`config.mk`:
```
export PLATFORM = sky130hd
export DESIGN_NAME = tcw_ctrl
export DESIGN_NICKNAME = d
export VERILOG_FILES = /design/src/rtl/core/tcw_pkg.sv /design/src/rtl/core/tcw_ctrl.sv
export SDC_FILE = /design/constraint.sdc
export NUM_CORES = 1
export LEC_CHECK = 0
export ABC_AREA = 1
export BUFFER_PORTS_ARGS = -buffer_cell sky130_fd_sc_hd__buf_4
export CORE_AREA = 2 2 39 41
export CTS_CLUSTER_DIAMETER = 200
export DETAILED_ROUTE_END_ITERATION = 16
export DIE_AREA = 0 0 41 43
export PLACE_DENSITY_LB_ADDON = 0.3
export RECOVER_POWER = 50
export SYNTH_ARGS = -nofsm -noshare
export SYNTH_HDL_FRONTEND = slang
export SYNTH_SLANG_ARGS = --single-unit
```
`constraint.sdc`:
```
create_clock -name clock -period 0.8 [get_ports clock]
set_input_delay 0.08 -clock clock [delete_from_list [all_inputs] [get_ports clock]]
set_output_delay 0.08 -clock clock [all_outputs]
set_load 0.02 [all_outputs]
```
`src/rtl/core/tcw_pkg.sv`:
```
// Package for the text console writer: screen geometry, field widths,
// command and character codes, and the controller/datapath interface types.
// Used by every module of the block but tcw_ram; depends on nothing.
package tcw_pkg;

   localparam int COLUMNS = 80;
   localparam int ROWS    = 25;
   localparam int CELLS   = COLUMNS * ROWS;
   localparam int ADDR_W  = $clog2(CELLS);

   localparam int CMD_W     = 2;
   localparam int CHAR_W    = 8;
   localparam int COL_W     = 7;
   localparam int ROW_W     = 5;
   localparam int CELL_W    = 16;
   localparam int COLOR_W   = 4;
   localparam int CSR_IDX_W = 2;
   localparam int COLX_W    = COL_W + 1;
   localparam int ROWX_W    = ROW_W + 1;

   localparam logic [CMD_W-1:0] CMD_PUT   = 2'd0;
   localparam logic [CMD_W-1:0] CMD_CLEAR = 2'd1;
   localparam logic [CMD_W-1:0] CMD_MOVE  = 2'd2;
   localparam logic [CMD_W-1:0] CMD_READ  = 2'd3;

   localparam logic [CSR_IDX_W-1:0] REG_FG = 2'd0;
   localparam logic [CSR_IDX_W-1:0] REG_BG = 2'd1;

   localparam logic [CHAR_W-1:0] CH_BS    = 8'd8;
   localparam logic [CHAR_W-1:0] CH_TAB   = 8'd9;
   localparam logic [CHAR_W-1:0] CH_LF    = 8'd10;
   localparam logic [CHAR_W-1:0] CH_CR    = 8'd13;
   localparam logic [CHAR_W-1:0] CH_SPACE = 8'h20;

   localparam logic [COLOR_W-1:0] FG_RESET = 4'd7;
   localparam logic [COLOR_W-1:0] BG_RESET = 4'd0;

   localparam logic [CHAR_W-1:0] DEFAULT_ATTR = 8'h07;
   localparam logic [CELL_W-1:0] RESET_CELL   = {DEFAULT_ATTR, CH_SPACE};

   localparam logic [COLX_W-1:0] TAB_STOP = 8'd8;
   localparam logic [COLX_W-1:0] TAB_MASK = ~8'd7;

   localparam logic [COLX_W-1:0] COLS_CMP = COLX_W'(COLUMNS);
   localparam logic [ROWX_W-1:0] ROWS_CMP = ROWX_W'(ROWS);
   localparam logic [COL_W-1:0]  COL_LAST = COL_W'(COLUMNS - 1);
   localparam logic [ROW_W-1:0]  ROW_LAST = ROW_W'(ROWS - 1);
   localparam logic [ADDR_W-1:0] ADDR_LAST = ADDR_W'(CELLS - 1);

   typedef struct packed {
      logic exec;
      logic fill_step;
      logic capture_read;
      logic load_rsp;
   } tcw_cmd_type;

   typedef struct packed {
      logic exec_fill;
      logic exec_read;
      logic fill_done;
   } tcw_status_type;

endpackage

```
`src/rtl/core/tcw_ctrl.sv`:
```
// Controller of the text console writer: sequences reset fill, command
// execution, screen fills, cell reads and the response handshake.
// Depends on tcw_pkg.
module tcw_ctrl
   import tcw_pkg::*;
(
   input  logic           clock,
   input  logic           reset,
   input  logic           req_valid,
   output logic           req_ready,
   output logic           rsp_valid,
   input  logic           rsp_ready,
   input  tcw_status_type status,
   output tcw_cmd_type    cmd
);

   localparam logic [2:0] S_INIT = 3'd0;
   localparam logic [2:0] S_IDLE = 3'd1;
   localparam logic [2:0] S_FILL = 3'd2;
   localparam logic [2:0] S_READ = 3'd3;
   localparam logic [2:0] S_RESP = 3'd4;

   logic [2:0] state_ff, state_in;
   logic       rsp_valid_ff, rsp_valid_in;
   logic       rsp_free;

   assign rsp_free = !rsp_valid_ff || rsp_ready;

   always_comb begin
      state_in  = state_ff;
      req_ready = 1'b0;
      cmd       = '0;
      unique case (state_ff)
         S_INIT: begin
            cmd.fill_step = 1'b1;
            if (status.fill_done) begin
               state_in = S_IDLE;
            end
         end
         S_IDLE: begin
            req_ready = 1'b1;
            if (req_valid) begin
               cmd.exec = 1'b1;
               priority if (status.exec_fill) begin
                  state_in = S_FILL;
               end else if (status.exec_read) begin
                  state_in = S_READ;
               end else begin
                  state_in = S_RESP;
               end
            end
         end
         S_FILL: begin
            cmd.fill_step = 1'b1;
            if (status.fill_done) begin
               state_in = S_RESP;
            end
         end
         S_READ: begin
            cmd.capture_read = 1'b1;
            state_in         = S_RESP;
         end
         S_RESP: begin
            if (rsp_free) begin
               cmd.load_rsp = 1'b1;
               state_in     = S_IDLE;
            end
         end
         default: begin
            state_in = S_IDLE;
         end
      endcase
   end

   always_comb begin
      rsp_valid_in = rsp_valid_ff;
      if (cmd.load_rsp) begin
         rsp_valid_in = 1'b1;
      end else if (rsp_ready) begin
         rsp_valid_in = 1'b0;
      end
   end

   always_ff @(posedge clock) begin
      if (reset) begin
         state_ff     <= S_INIT;
         rsp_valid_ff <= 1'b0;
      end else begin
         state_ff     <= state_in;
         rsp_valid_ff <= rsp_valid_in;
      end
   end

   assign rsp_valid = rsp_valid_ff;

endmodule

```
==> impl_metrics.env <==
export IMPL_status="finished, violations left"
export IMPL_violations="negative setup slack"
export IMPL_finalCriticalPeriod_ns=1.12
export IMPL_r2r_end="state_ff[1]"
export IMPL_cts_buffers=3
export IMPL_drt_iter0_drc=4
export IMPL_grt_overflow=0
export IMPL_synth_fp_nets=48
export IMPL_arrival_ns=1.04
export IMPL_chipWidth_um=41
export IMPL_critical_path_class="register to output pin"
export IMPL_startpoint_type="register"
export IMPL_fin_ws_ns=-0.324
export IMPL_rrSetupSlack_ns=-0.29
export IMPL_synthCells=41
export IMPL_antenna_found_initial=0
export IMPL_path_buf_inv=2
export IMPL_yosys_warnings=0
export IMPL_dp_hpwl_um=506
export IMPL_grt_first_pass_wirelength_um=1240
export IMPL_hp_start="reset"
export IMPL_syn_area_um2=263
export IMPL_p_leak_nw=0.251
export IMPL_rows=14
export IMPL_use_met3_pct=0
export IMPL_layout_drive_gt1_share_pct=68.2
export IMPL_die_area_mm2=0.00176
export IMPL_ir_worst_vdd_uv=635
export IMPL_drtPass1Iterations=4
export IMPL_max_clock_freq_ghz=0.890
export IMPL_grt_setup_unrepaired="yes"
export IMPL_grt_pass1_vias=330
export IMPL_max_cap_viol_count=0
export IMPL_layout_cells_non_filler=82
export IMPL_path_cells="inv_4 > nor2_4 > nand2_2 > nor2_2 > buf_6"
export IMPL_dp_cells=73
export IMPL_crit_required_ns=0.72
export IMPL_r2r_cells=7
export IMPL_avgSynthCellArea_um2=6.41
export IMPL_fin_crit_sh_pct=140
export IMPL_grt_usage_pct=9.94
export IMPL_whs_path_depth=2
export IMPL_clk_pin_slew_ns=0.04
export IMPL_clk_latency_ns=0.23
export IMPL_design_core_area_mm2=0.00138
export IMPL_fin_tns_setup_ns=-2.29
export IMPL_grt_most_used_layer="met2"
export IMPL_postRouteAntennaNets=0
export IMPL_place_congestion=0.712
export IMPL_worst_clock_skew_ns=0.00460
export IMPL_final_cell_mix="buf_4 (15), buf_6 (7), inv_1 (5)"
export IMPL_die_y_um=43
export IMPL_worstMarginPinSlew_ns=0.174
export IMPL_crit_fanout=3
export IMPL_relSlewSlack_pct=88.4
export IMPL_grtUsageMet2_pct=17.5
export IMPL_fin_nets=74
export IMPL_wirelength_um=735
export IMPL_hold_end="state_ff[1]"
export IMPL_io_buffers=12
export IMPL_ioPinCount=13
export IMPL_setup_viol=9
export IMPL_cts_sinks=4
export IMPL_max_stage_delay_ns=0.37
export IMPL_routedWlPerCell_um=8.96
export IMPL_drc_errors=0
export IMPL_yosys_cell_types_count=14
export IMPL_cts_tree="built"
export IMPL_synth_yosys_seq_area_share_pct=30.5
export IMPL_final_hold_viol_count=0
export IMPL_cts_max_level=1
export IMPL_drv_slew=0
export IMPL_final_common_cell="buf_4"
export IMPL_vias=355
export IMPL_cpMaxStageDelayCell="dfxtp_4"
export IMPL_area_growth_pct=110
export IMPL_hp_class="primary input to register"
export IMPL_cts_path_max_buffers=2
export IMPL_num_antenna_cells=0
export IMPL_grt_max_degree=7
export IMPL_ys_seq_elements=4
export IMPL_path_delay_family="flip-flops"
export IMPL_initial_core_util_pct=19.0
export IMPL_use_met1_pct=10.9
export IMPL_power_density_mw_per_mm2=1700
export IMPL_via_per_inst=4.33
export IMPL_endpoint_kind="output pin"
export IMPL_clock_root_buffer="clkbuf_4"
export IMPL_timing_rr_start="state_ff[0]"
## cell type report
cell class                 count  area (um2)
sequential                     4        91.3
fill                         147         833
multi-input combinational     28         186
tap                           16        20.0
inverter                       8        35.0
timing repair buffer          22         191
clock buffer                   4        26.3
## worst max path at each step
stage | from | to | depth (start not counted)
2_1_floorplan | state_ff[0] | state_ff[1] | 6
3_5_place_dp | state_ff[2] | state_ff[1] | 5
3_3_place_gp | state_ff[2] | state_ff[0] | 5
6_report | state_ff[0] | cmd[3] | 5
5_1_grt | state_ff[1] | cmd[0] | 4
4_1_cts | state_ff[0] | cmd[3] | 5
## what timing repair did
action,4_1_cts,5_1_grt
hold endpoints to repair,0,0
pin swaps,2,5
endpoints found under the setup margin,10,9
resized for setup,11,7
setup buffers,3,2
hold buffers,0,0
## metrics by stage
| stage | utilization [%] | total power (W) | setup slack, ns | area [um2] | hold WS, ns |
|---|---|---|---|---|---|
| 3_3_place_gp | 31.2 | 0.000550 | -0.133 | 432 | 0.265 |
| 6_report | 39.8 | 0.000935 | -0.324 | 551 | 0.0334 |
| 5_1_grt | 39.8 | 0.000990 | -0.372 | 551 | 0.0321 |
| 4_1_cts | 37.3 | 0.000886 | -0.316 | 515 | 0.0215 |
| 2_1_floorplan | - | 0.000425 | -0.110 | 292 | 0.142 |
| 3_5_place_dp | 31.2 | 0.000554 | -0.147 | 432 | 0.265 |
## cell families after synthesis
kind of cell / Yosys count / synth area share [%]
compound gates: 4 / 7.62
flops: 4 / 30.5
simple gates: 24 / 47.6
buf+inv: 9 / 14.3
## where the power goes
part | leakage (nW) | total, W | internal [W] | switching, W
sequential | 0.0348 | 0.000250 | 0.000220 | 0.0000299
combinational | 0.201 | 0.000417 | 0.000220 | 0.000196
clock | 0.0150 | 0.000269 | 0.000187 | 0.0000820
total | 0.251 | 0.000935 | 0.000627 | 0.000308
## registers in the layout, indices dropped and copies added (netlist names)
register and flops:
state_ff 3, rsp_valid 1
## synth_stat cells
| master | count | share of area [%] |
|---|---|---|
| inv_1 | 6 | 8.6 |
| nand3_1 | 2 | 3.8 |
| nand2_2 | 2 | 4.8 |
| nand3_2 | 1 | 3.8 |
| a21oi_1 | 4 | 7.6 |
| dfxtp_1 | 4 | 30 |
| buf_4 | 1 | 2.9 |
| nor2_2 | 2 | 4.8 |
| nor2_4 | 1 | 4.3 |
| nand2_1 | 4 | 5.7 |
| nand4_1 | 3 | 7.1 |
| nor3_1 | 1 | 1.9 |
| inv_2 | 2 | 2.9 |
| nor2_1 | 8 | 11 |
## routing by layer
| metal | vias to the layer above | wire length (um) | part of all wire, % |
|---|---|---|---|
| li1 | 182 | - | - |
| met1 | 166 | 289 | 39 |
| met2 | 5 | 416 | 57 |
| met3 | 2 | 15 | 2.0 |
| met4 | 0 | 13 | 1.8 |
| met5 | - | 0 | 0 |
No activity file was read; power rests on OpenSTA's default activity.
